===== src/hdl/bdpc_pkg.sv =====
// ----------------------------------------------------------------------------
// bdpc_pkg
// Shared types and constants for the button debounce and press classifier.
// ----------------------------------------------------------------------------
package bdpc_pkg;

  localparam int NUM_KEYS    = 4;
  localparam int COUNT_WIDTH = 16;
  localparam int KEY_W       = 2;
  localparam int DEB_W       = 8;
  localparam int LONG_W      = 16;
  localparam int CFG_IDX_W   = 2;
  localparam int CFG_DATA_W  = 16;

  localparam logic [DEB_W-1:0]  DEBOUNCE_RESET = 8'd20;
  localparam logic [LONG_W-1:0] LONG_RESET     = 16'd1000;

  // input operation codes
  localparam logic OP_TICK = 1'b0;
  localparam logic OP_EDGE = 1'b1;

  // configuration register indexes
  localparam logic [CFG_IDX_W-1:0] REG_DEBOUNCE = 2'd0;
  localparam logic [CFG_IDX_W-1:0] REG_LONG     = 2'd1;

  typedef logic [COUNT_WIDTH-1:0] count_t;
  typedef logic [KEY_W-1:0]       key_idx_t;

  // per-key command derived from the registered input item
  typedef struct packed {
    logic tick;
    logic edge_hit;
    logic level;
  } key_cmd_t;

  // per-key classification result
  typedef struct packed {
    logic emit;
    logic is_long;
  } key_res_t;

  function automatic count_t sat_inc(input count_t v);
    return (v == '1) ? v : count_t'(v + 1'b1);
  endfunction

endpackage


===== src/hdl/bdpc_key.sv =====
// ----------------------------------------------------------------------------
// bdpc_key
// State and update logic for one button: debounce, hold timer, long flag.
// ----------------------------------------------------------------------------
module bdpc_key (
  input  logic                        clk,
  input  logic                        rst,
  input  logic                        step,
  input  bdpc_pkg::key_cmd_t          cmd,
  input  logic [bdpc_pkg::DEB_W-1:0]  debounce_ms,
  input  logic [bdpc_pkg::LONG_W-1:0] long_ms,
  output bdpc_pkg::key_res_t          res
);
  import bdpc_pkg::*;

  count_t since_edge, since_edge_next;
  count_t held_time, held_time_next;
  logic   timer_running, timer_running_next;
  logic   long_flag, long_flag_next;
  logic   last_level, last_level_next;
  count_t held_inc;

  assign held_inc = sat_inc(held_time);

  always_comb begin
    since_edge_next    = since_edge;
    held_time_next     = held_time;
    timer_running_next = timer_running;
    long_flag_next     = long_flag;
    last_level_next    = last_level;
    res                = '0;
    if (cmd.tick) begin
      since_edge_next = sat_inc(since_edge);
      held_time_next  = held_inc;
      if (timer_running && (held_inc >= COUNT_WIDTH'(long_ms))) begin
        timer_running_next = 1'b0;
        if (!last_level) begin
          long_flag_next = 1'b1;
        end
      end
    end else if (cmd.edge_hit) begin
      last_level_next = cmd.level;
      // edges inside the debounce window only record the level
      if (since_edge >= COUNT_WIDTH'(debounce_ms)) begin
        since_edge_next = '0;
        if (!cmd.level) begin
          held_time_next     = '0;
          long_flag_next     = 1'b0;
          timer_running_next = 1'b1;
        end else begin
          timer_running_next = 1'b0;
          res.is_long = long_flag;
          res.emit    = long_flag || (held_time < COUNT_WIDTH'(long_ms));
        end
      end
    end
  end

  always_ff @(posedge clk) begin
    if (rst) begin
      since_edge    <= '1;
      held_time     <= '0;
      timer_running <= 1'b0;
      long_flag     <= 1'b0;
      last_level    <= 1'b1;
    end else if (step) begin
      since_edge    <= since_edge_next;
      held_time     <= held_time_next;
      timer_running <= timer_running_next;
      long_flag     <= long_flag_next;
      last_level    <= last_level_next;
    end
  end

endmodule


===== src/hdl/bdpc_out.sv =====
// ----------------------------------------------------------------------------
// bdpc_out
// Result register holding one classified release until it is taken.
// ----------------------------------------------------------------------------
module bdpc_out (
  input  logic               clk,
  input  logic               rst,
  input  logic               load,
  input  bdpc_pkg::key_idx_t load_button,
  input  logic               load_long,
  output logic               out_valid,
  input  logic               out_ready,
  output bdpc_pkg::key_idx_t pressed_button,
  output logic               is_long
);
  import bdpc_pkg::*;

  logic out_valid_next;

  always_comb begin
    out_valid_next = out_valid;
    if (load) begin
      out_valid_next = 1'b1;
    end else if (out_ready) begin
      out_valid_next = 1'b0;
    end
  end

  always_ff @(posedge clk) begin
    if (rst) begin
      out_valid <= 1'b0;
    end else begin
      out_valid <= out_valid_next;
    end
  end

  always_ff @(posedge clk) begin
    if (load) begin
      pressed_button <= load_button;
      is_long        <= load_long;
    end
  end

endmodule


===== src/hdl/button_debounce_press_classifier.sv =====
// ----------------------------------------------------------------------------
// button_debounce_press_classifier
// Debounces four active-low buttons and reports each release as short or long.
// ----------------------------------------------------------------------------
//  channel  handshake            payload                         direction
//  input    in_valid/in_ready    op, button_index, pin_level     in
//  result   out_valid/out_ready  pressed_button, is_long         out
//  config   cfg_valid/cfg_ready  cfg_index, cfg_data             in
//
//  One item per cycle unless stalled. An item is captured into an input
//  register; when it moves on, all key lanes update and any release result
//  is loaded into the result register.
//  Synchronous reset resets all key state and restores the register defaults.
//  The input register only stalls when it holds a release that produces a
//  result while the result register is full and not being taken.
//  The config port is always ready.
// ----------------------------------------------------------------------------
module button_debounce_press_classifier (
  input  logic                            clk,
  input  logic                            rst,
  input  logic                            in_valid,
  output logic                            in_ready,
  input  logic                            op,
  input  bdpc_pkg::key_idx_t              button_index,
  input  logic                            pin_level,
  output logic                            out_valid,
  input  logic                            out_ready,
  output bdpc_pkg::key_idx_t              pressed_button,
  output logic                            is_long,
  input  logic                            cfg_valid,
  output logic                            cfg_ready,
  input  logic [bdpc_pkg::CFG_IDX_W-1:0]  cfg_index,
  input  logic [bdpc_pkg::CFG_DATA_W-1:0] cfg_data
);
  import bdpc_pkg::*;

  logic              debounce_wr, long_wr;
  logic [DEB_W-1:0]  debounce_ms;
  logic [LONG_W-1:0] long_ms;

  logic     item_valid;
  logic     item_op;
  key_idx_t item_key;
  logic     item_level;
  logic     advance;
  logic     emit;
  logic     emit_long;

  key_cmd_t cmd [NUM_KEYS];
  key_res_t res [NUM_KEYS];

  assign cfg_ready   = 1'b1;
  assign debounce_wr = cfg_valid && (cfg_index == REG_DEBOUNCE);
  assign long_wr     = cfg_valid && (cfg_index == REG_LONG);

  always_ff @(posedge clk) begin
    if (rst) begin
      debounce_ms <= DEBOUNCE_RESET;
      long_ms     <= LONG_RESET;
    end else begin
      if (debounce_wr) begin
        debounce_ms <= cfg_data[DEB_W-1:0];
      end
      if (long_wr) begin
        long_ms <= cfg_data[LONG_W-1:0];
      end
    end
  end

  // the registered item moves on unless its result cannot be stored
  assign advance  = item_valid && (!emit || !out_valid || out_ready);
  assign in_ready = !item_valid || advance;

  always_ff @(posedge clk) begin
    if (rst) begin
      item_valid <= 1'b0;
    end else if (in_ready) begin
      item_valid <= in_valid;
    end
  end

  always_ff @(posedge clk) begin
    if (in_valid && in_ready) begin
      item_op    <= op;
      item_key   <= button_index;
      item_level <= pin_level;
    end
  end

  for (genvar k = 0; k < NUM_KEYS; k++) begin : g_key
    always_comb begin
      cmd[k].tick     = item_valid && (item_op == OP_TICK);
      cmd[k].edge_hit = item_valid && (item_op == OP_EDGE) && (item_key == KEY_W'(k));
      cmd[k].level    = item_level;
    end

    bdpc_key u_key (
      .clk         (clk),
      .rst         (rst),
      .step        (advance),
      .cmd         (cmd[k]),
      .debounce_ms (debounce_ms),
      .long_ms     (long_ms),
      .res         (res[k])
    );
  end

  // only the addressed key can report, so a one-hot OR picks the result
  always_comb begin
    emit      = 1'b0;
    emit_long = 1'b0;
    for (int k = 0; k < NUM_KEYS; k++) begin
      emit      = emit | res[k].emit;
      emit_long = emit_long | (res[k].emit & res[k].is_long);
    end
  end

  bdpc_out u_out (
    .clk            (clk),
    .rst            (rst),
    .load           (advance && emit),
    .load_button    (item_key),
    .load_long      (emit_long),
    .out_valid      (out_valid),
    .out_ready      (out_ready),
    .pressed_button (pressed_button),
    .is_long        (is_long)
  );

endmodule


===== config.mk =====
export PLATFORM = sky130hd
export DESIGN_NAME = button_debounce_press_classifier
export DESIGN_NICKNAME = d
export VERILOG_FILES = /design/src/hdl/bdpc_pkg.sv /design/src/hdl/bdpc_key.sv /design/src/hdl/bdpc_out.sv /design/src/hdl/button_debounce_press_classifier.sv
export SDC_FILE = /design/constraint.sdc
export NUM_CORES = 1
export LEC_CHECK = 0
export BUFFER_PORTS_ARGS = -buffer_cell sky130_fd_sc_hd__buf_2
export CAP_MARGIN = 25
export CORE_MARGIN = 5
export CORE_UTILIZATION = 64
export CTS_CLUSTER_SIZE = 14
export DETAILED_ROUTE_END_ITERATION = 10
export PLACE_DENSITY = 0.91
export SYNTH_ARGS = -nofsm -noshare
export SYNTH_HDL_FRONTEND = slang
export SYNTH_SLANG_ARGS = --single-unit
export TNS_END_PERCENT = 100

===== constraint.sdc =====
create_clock -name clk -period 4.6 [get_ports clk]
set_input_delay 0.46 -clock clk [delete_from_list [all_inputs] [get_ports clk]]
set_output_delay 0.46 -clock clk [all_outputs]
set_load 0.03 [all_outputs]

==> reports/qor.yml, run 1 <==
run_status:
  status: "complete, no violations"
timing:
  tightest_slew_ns: 0.911
  finalCriticalPeriod_ns: 4.34
  skew_ns: 0.00861
  slew_violations: 0
  setup-tns-final_ns: 0
  setup_viol_count_final: 0
  slew_headroom_pct: 39.2
  rsz0062_at_grt: "false"
  finalHoldViolCount: 0
  fin_crit_sh_pct: 94.3
  max_freq_mhz: 231
floorplan:
  die_area_um2: 22300
  chipHeight_um: 149
  core_area_um2: 19300
  rows: 51
  die_x_um: 149
  initial_utilization_pct: 64.4
  pin_count: 33
route:
  dr.pass1.iters: 6
  drc: 0
  drt_iter0_drc: 1402
  ant_nets: 0
  wl_per_cell_um: 20.3
  num_vias: 12400
  vias_per_cell: 6.93
  drt_wl_total_mm: 36.3
worst_setup_path:
  crit_slowest_cell: "or4_1"
  reg2reg_from: "g_key[3].u_key.held_time[3]"
  path_class: "flop to output pin"
  worst_path_most_repeated_cell: "or4_1"
  path_max_fanout: 29
  critPathLaunch: "long_ms[14]"
  slowest_delay_ns: 0.54
  worstPathArrival_ns: 3.88
  path_cells: "inv_1 -> ha_1 -> nand4_1 -> or4_1 -> or4_1 -> a31oi_1 -> and3b_1 -> o41a_1 -> clkinv_2 -> buf_2"
  critPathLaunchType: "flop"
  timing.critical_path.required_ns: 4.14
  crit_path_end_kind: "output pin"
cells_and_area:
  layout_commonest_cell: "dfxtp_1"
  finalInstanceArea_um2: 13500
  areaGrowthSynthToFinish_pct: 8.67
  final_cell_mix: "dfxtp_1 (166), ha_1 (164), nand2_1 (144), nor2_1 (103), a21oi_1 (97)"
  fin_util_pct: 69.9
  num_antenna_cells: 0
  fin_cells: 1786
  num-nets-final: 1700
  drive_above_1_share_pct: 7.50
yosys:
  synth.area.top_cells: "dfxtp_1 (27%), ha_1 (17%), nand2_1 (4.4%)"
  synth_area_um2: 12400
  synth-edff-count: 7
  yosysTopAreaCell: "dfxtp_1"
  synth_flop_cell: "dfxtp_1"
  ys_types: 76
  ys_seq_area_share_pct: 28.5
  syn_inst: 1502
  synth_top_area_share_pct: 26.8
  synth_nets: 1693
  async_reset_ff_share_pct: 0
  synth_seq_cells: 173
  postSynthAreaPerCell_um2: 8.26
  synth_warnings: 0
pwr:
  pwr-share-clk_pct: 41.4
  p_per_area_nw_per_um2: 279
  switching_share_pct: 28.2
  leakagePower_nw: 5.72
  combPwrFrac_pct: 15.1
  switching_power_mw: 1.06
  p_int_mw: 2.70
  peakVddDrop_v: 0.000255
  p_seq_share_pct: 43.5
place:
  portBuffers: 31
  place_area_um2: 12800
  place_congestion: 0.965
  hpwlAfterDp_mm: 25.0
  placed_cells: 1754
clock_network:
  post_cts_resized: 0
  cts_tree: "done"
  cts_hold_buf: 0
  clockBufferDepth: 2
  numCtsBuffers: 17
  cts_max_level: 4
  cts_sinks: 173
  cts-root-buf: "clkbuf_16"
  cts.clk_slew.worst_paths_ns: 0.07
  cts_setup_buffers: 0
  clock_latency_ns: 0.44
worst_hold_path:
  holdCritPathClass: "input port to flop"
  min_from: "op"
global_routing:
  grt_pass1_vias: 11800
  grt_use_total_pct: 32.0
  overflow: 0
  grt_pass1_wl_mm: 58.0
  antenna_found_initial: 0
  grt_start_max_net_pins: 75
run:
  maxCapViolCount: 0
==> critical path, delay by kind of cell, from the launching register on <==
family | cells | cell delay, ns
AOI/OAI and AO/OA | 2 | 0.60
adders and majority gates | 1 | 0.37
buffers and inverters | 3 | 0.82
DFF | 1 | 0.33
and+or+nand+nor | 4 | 1.29
==> synthesized netlist by cell type, types with 33 or more instances <==
| cell type | number |
|---|---|
| nand4_1 | 44 |
| o21ai_0 | 64 |
| dfxtp_1 | 166 |
| ha_1 | 164 |
| xnor2_1 | 33 |
| nand2_1 | 145 |
| nor3_1 | 55 |
| clkbuf_1 | 58 |
| a21oi_1 | 97 |
| nor2_1 | 105 |
| nand3_1 | 63 |
| and3_1 | 41 |
| inv_1 | 50 |
==> worst paths after layout <==
| path | endpoint | cells past startpoint | slack, ns |
|---|---|---|---|
| min | item_op | 1 | 0.23 |
| max | in_ready | 10 | 0.26 |
| max reg2reg | g_key[3].u_key.long_flag | 17 | 0.45 |
| min reg2reg | long_ms[10] | 2 | 0.46 |
==> state kept, by name (all words and copies together) (netlist names), 2 cells and up <==
signal / count
g_key.u_key.held_time: 64
g_key.u_key.since_edge: 64
long_ms: 16
debounce_ms: 8
g_key.u_key.last_level: 4
g_key.u_key.long_flag: 4
g_key.u_key.timer_running: 4
item_key: 2
u_out.pressed_button: 2
==> per-layer routing <==
metal | GRT usage, % | wire length [µm] | up-vias
met2 | 52.8 | 16700 | 716
li1 | - | - | 5707
met3 | 7.02 | 3710 | 148
met4 | 15.4 | 1750 | 0
met5 | 0 | 0 | -
met1 | 39.7 | 14100 | 5807
==> logic make-up after synthesis <==
| logic type | Yosys count | synth area share [%] |
|---|---|---|
| AO/OA/AOI/OAI | 419 | 23.8 |
| XOR/XNOR | 45 | 3.18 |
| adder cells (fa/ha/maj) | 164 | 16.5 |
| buffers and inverters | 127 | 4.05 |
| flip-flops | 173 | 28.5 |
| multiplexers | 15 | 1.29 |
| other | 1 | 0.0302 |
| AND/OR/NAND/NOR | 558 | 22.6 |
==> power groups by stage <==
stage	Sequential (mW)	Clock, mW	Combinational (mW)
3_3_place_gp	1.66	0	0.521
2_1_floorplan	1.64	0	0.405
4_1_cts	1.63	1.56	0.552
5_1_grt	1.64	1.62	0.623
3_5_place_dp	1.67	0	0.546
6_report	1.64	1.55	0.566
==> final cells by class <==
class,count,area (µm²)
Timing Repair Buffer,63,414
Fill cell,1430,5790
Tap cell,265,332
Clock buffer,21,450
Clock inverter,10,166
Inverter,52,196
Multi-Input combinational cell,1202,8380
Sequential cell,173,3530
==> through the flow <==
stage | worst slack, ns | hold slack [ns] | power [mW]
floorplan | 0.893 | 0.436 | 2.05
global placement | 0.632 | 0.444 | 2.18
detailed placement | 0.563 | 0.448 | 2.21
CTS | 0.318 | 0.214 | 3.74
global route | 0.0901 | 0.215 | 3.89
finish | 0.262 | 0.227 | 3.76
No activity file was read; power rests on OpenSTA's default activity.
==> run 2: changes to the inputs <==
--- a/config.mk
+++ b/config.mk
@@ -11,7 +11,7 @@
 export CORE_UTILIZATION = 64
 export CTS_CLUSTER_SIZE = 14
 export DETAILED_ROUTE_END_ITERATION = 10
-export PLACE_DENSITY = 0.91
+export PLACE_DENSITY = 0.81
 export SYNTH_ARGS = -nofsm -noshare
 export SYNTH_HDL_FRONTEND = slang
 export SYNTH_SLANG_ARGS = --single-unit
==> run 2 against run 1 <==
  * Power decreased by 2.8%
  * Global-route usage decreased by 0.59 points
  * Critical path depth unchanged
  * Clock-buffer cell count unchanged
  * Setup slack got worse by 0.049 ns
  * Worst hold slack got worse by 0.041 ns
  * Register-to-register slack got worse by 0.05 ns
  * Clock power decreased by 6%
==> reports/qor.yml, run 2 (synthesis results as in run 1) <==
worst_setup_path:
  timing.critical_path.required_ns: 4.14  # about the same
  critPathLaunch: "long_ms[11]"
  worstPathArrival_ns: 3.93  # +0.05 ns
  path_max_fanout: 38  # +31%
  reg2reg_from: "g_key[1].u_key.held_time[0]"
  path_class: "flop to output pin"
  crit_path_end_kind: "output pin"
  critPathLaunchType: "flop"
timing:
  fin_crit_sh_pct: 95.4  # +1.1 points
  max_freq_mhz: 228  # -1.1%
  slew_violations: 0  # unchanged
  skew_ns: 0.00849  # -0.000112 ns
  fin_ws_ns: 0.214  # -0.0486 ns
  setup_viol_count_final: 0  # unchanged
  rsz0062_at_grt: "false"
  slew_headroom_pct: 40.2  # +0.97 points
  setup-tns-final_ns: 0  # unchanged
  finalHoldViolCount: 0  # unchanged
  tightest_slew_ns: 0.897  # -0.0146 ns
  finalCriticalPeriod_ns: 4.39  # +0.0486 ns
clock_network:
  clockBufferDepth: 2  # unchanged
  clock_latency_ns: 0.44  # about the same
  cts_hold_buf: 0  # unchanged
  cts.clk_slew.worst_paths_ns: 0.07  # about the same
  numCtsBuffers: 17  # unchanged
  post_cts_resized: 0  # unchanged
  cts_sinks: 173  # unchanged
  cts-root-buf: "clkbuf_16"
  cts_setup_buffers: 0  # unchanged
  cts_tree: "done"
  cts_max_level: 4  # unchanged
global_routing:
  grt_pass1_wl_mm: 56.3  # -2.9%
  grt_start_max_net_pins: 79  # +5.3%
  grt_use_total_pct: 31.4  # -0.59 points
  gr-usage-met3_pct: 7.05  # +0.030 points
  grt_util_met1_pct: 40.3  # +0.62 points
  use_met2_pct: 49.3  # -3.5 points
  overflow: 0  # unchanged
  gr-max-usage-layer: "met2"
  antenna_found_initial: 0  # unchanged
  grt_pass1_vias: 11200  # -5.2%
route:
  num_vias: 12100  # -2.4%
  ant_nets: 0  # unchanged
  drt_wl_total_mm: 35.5  # -2.3%
  dr.pass1.iters: 6  # unchanged
  drt_iter0_drc: 1161  # -17%
  wl_per_cell_um: 19.8  # -2.3%
  drc: 0  # unchanged
  vias_per_cell: 6.76  # -2.5%
place:
  place_area_um2: 12800  # about the same
  hpwlAfterDp_mm: 25.0  # +0.10%
  place_congestion: 0.930  # -3.6%
  portBuffers: 31  # unchanged
  pre_cts_slack_ns: 0.353  # -0.210 ns
floorplan:
  die_area_um2: 22300  # unchanged
  pin_count: 33  # unchanged
  rows: 51  # unchanged
  die_x_um: 149  # unchanged
  chipHeight_um: 149  # unchanged
  core_area_um2: 19300  # unchanged
  initial_utilization_pct: 64.4  # unchanged
worst_hold_path:
  holdCritPathClass: "input port to flop"
  min_from: "op"
pwr:
  leakagePower_nw: 5.72  # -0.11%
  peakVddDrop_v: 0.000292  # +14%
  p_per_area_nw_per_um2: 272  # -2.5%
cells_and_area:
  multiInputGateArea_um2: 8380  # unchanged
  final_cell_mix: "dfxtp_1 (166), ha_1 (164), nand2_1 (144), nor2_1 (103), a21oi_1 (97)"
  register_area_um2: 3530  # unchanged
  num_antenna_cells: 0  # unchanged
  areaGrowthSynthToFinish_pct: 8.33
  finalInstanceArea_um2: 13400  # -0.31%
  num-nets-final: 1700  # unchanged
  layout_commonest_cell: "dfxtp_1"
  fin_util_pct: 69.7  # -0.21 points
  drive_above_1_share_pct: 7.69  # +0.19 points
  num-fill-cells: 1581  # +11%
  top_regs: "g_key.u_key.held_time x64, g_key.u_key.since_edge x64, long_ms x16"
run:
  maxCapViolCount: 0  # unchanged
run_status:
  status: "complete, no violations"
## run 2: cell types whose count changed in the layout (fill, tap and decap cells not counted), moves of 2 or more
cell,before,now
bufinv_16,4,0
clkbuf_1,3,1
clkbuf_16,17,19
inv_6,0,8
## run 2: worst max-delay path, cell delays in order (launching register included)
cell and delay [ns]:
dfxtp_1 0.33, inv_1 0.16, ha_1 0.38, nand4_1 0.12, or4_1 0.46, or4_1 0.41, a31oi_1 0.26, and3b_1 0.22
o41a_1 0.53, inv_6 0.33, buf_2 0.27
## run 2: metal layers
metal | routed length, µm | up-vias
li1 | - | 5726
met1 | 14600 | 5607
met2 | 15700 | 601
met3 | 3320 | 147
met4 | 1830 | 0
met5 | 0 | -
## run 2: area by class of cell
cell class / count / area share, %
clock buffers: 21 / 3.67
clock inverters: 11 / 0.680
inverters: 52 / 1.49
multi-input cells: 1202 / 62.4
flip-flops and latches: 173 / 26.3
well taps: 265 / 2.47
repair buffers: 63 / 2.99
## run 2: path summary, 6_finish.rpt
path | endpoint | slack, ns | cells past startpoint
setup / recovery | in_ready | 0.21 | 10
hold / removal | item_op | 0.19 | 1
setup reg to reg | g_key[1].u_key.timer_running | 0.40 | 15
hold reg to reg | long_ms[11] | 0.46 | 2
## run 2: power by group
group | internal, mW | total (mW) | switching (mW)
Sequential | 1.56 | 1.64 | 0.0742
Combinational | 0.210 | 0.562 | 0.352
Clock | 0.784 | 1.45 | 0.669
Total | 2.56 | 3.65 | 1.09
## run 2: through the flow
stage | hold slack (ns) | total power, mW | instances
final | 0.186 | 3.65 | 1787
after global placement | 0.442 | 2.19 | 1754
after global routing | 0.171 | 3.80 | 1787
after detailed placement | 0.446 | 2.21 | 1754
after CTS | 0.174 | 3.66 | 1786
after floorplan | 0.436 | 2.05 | 1502
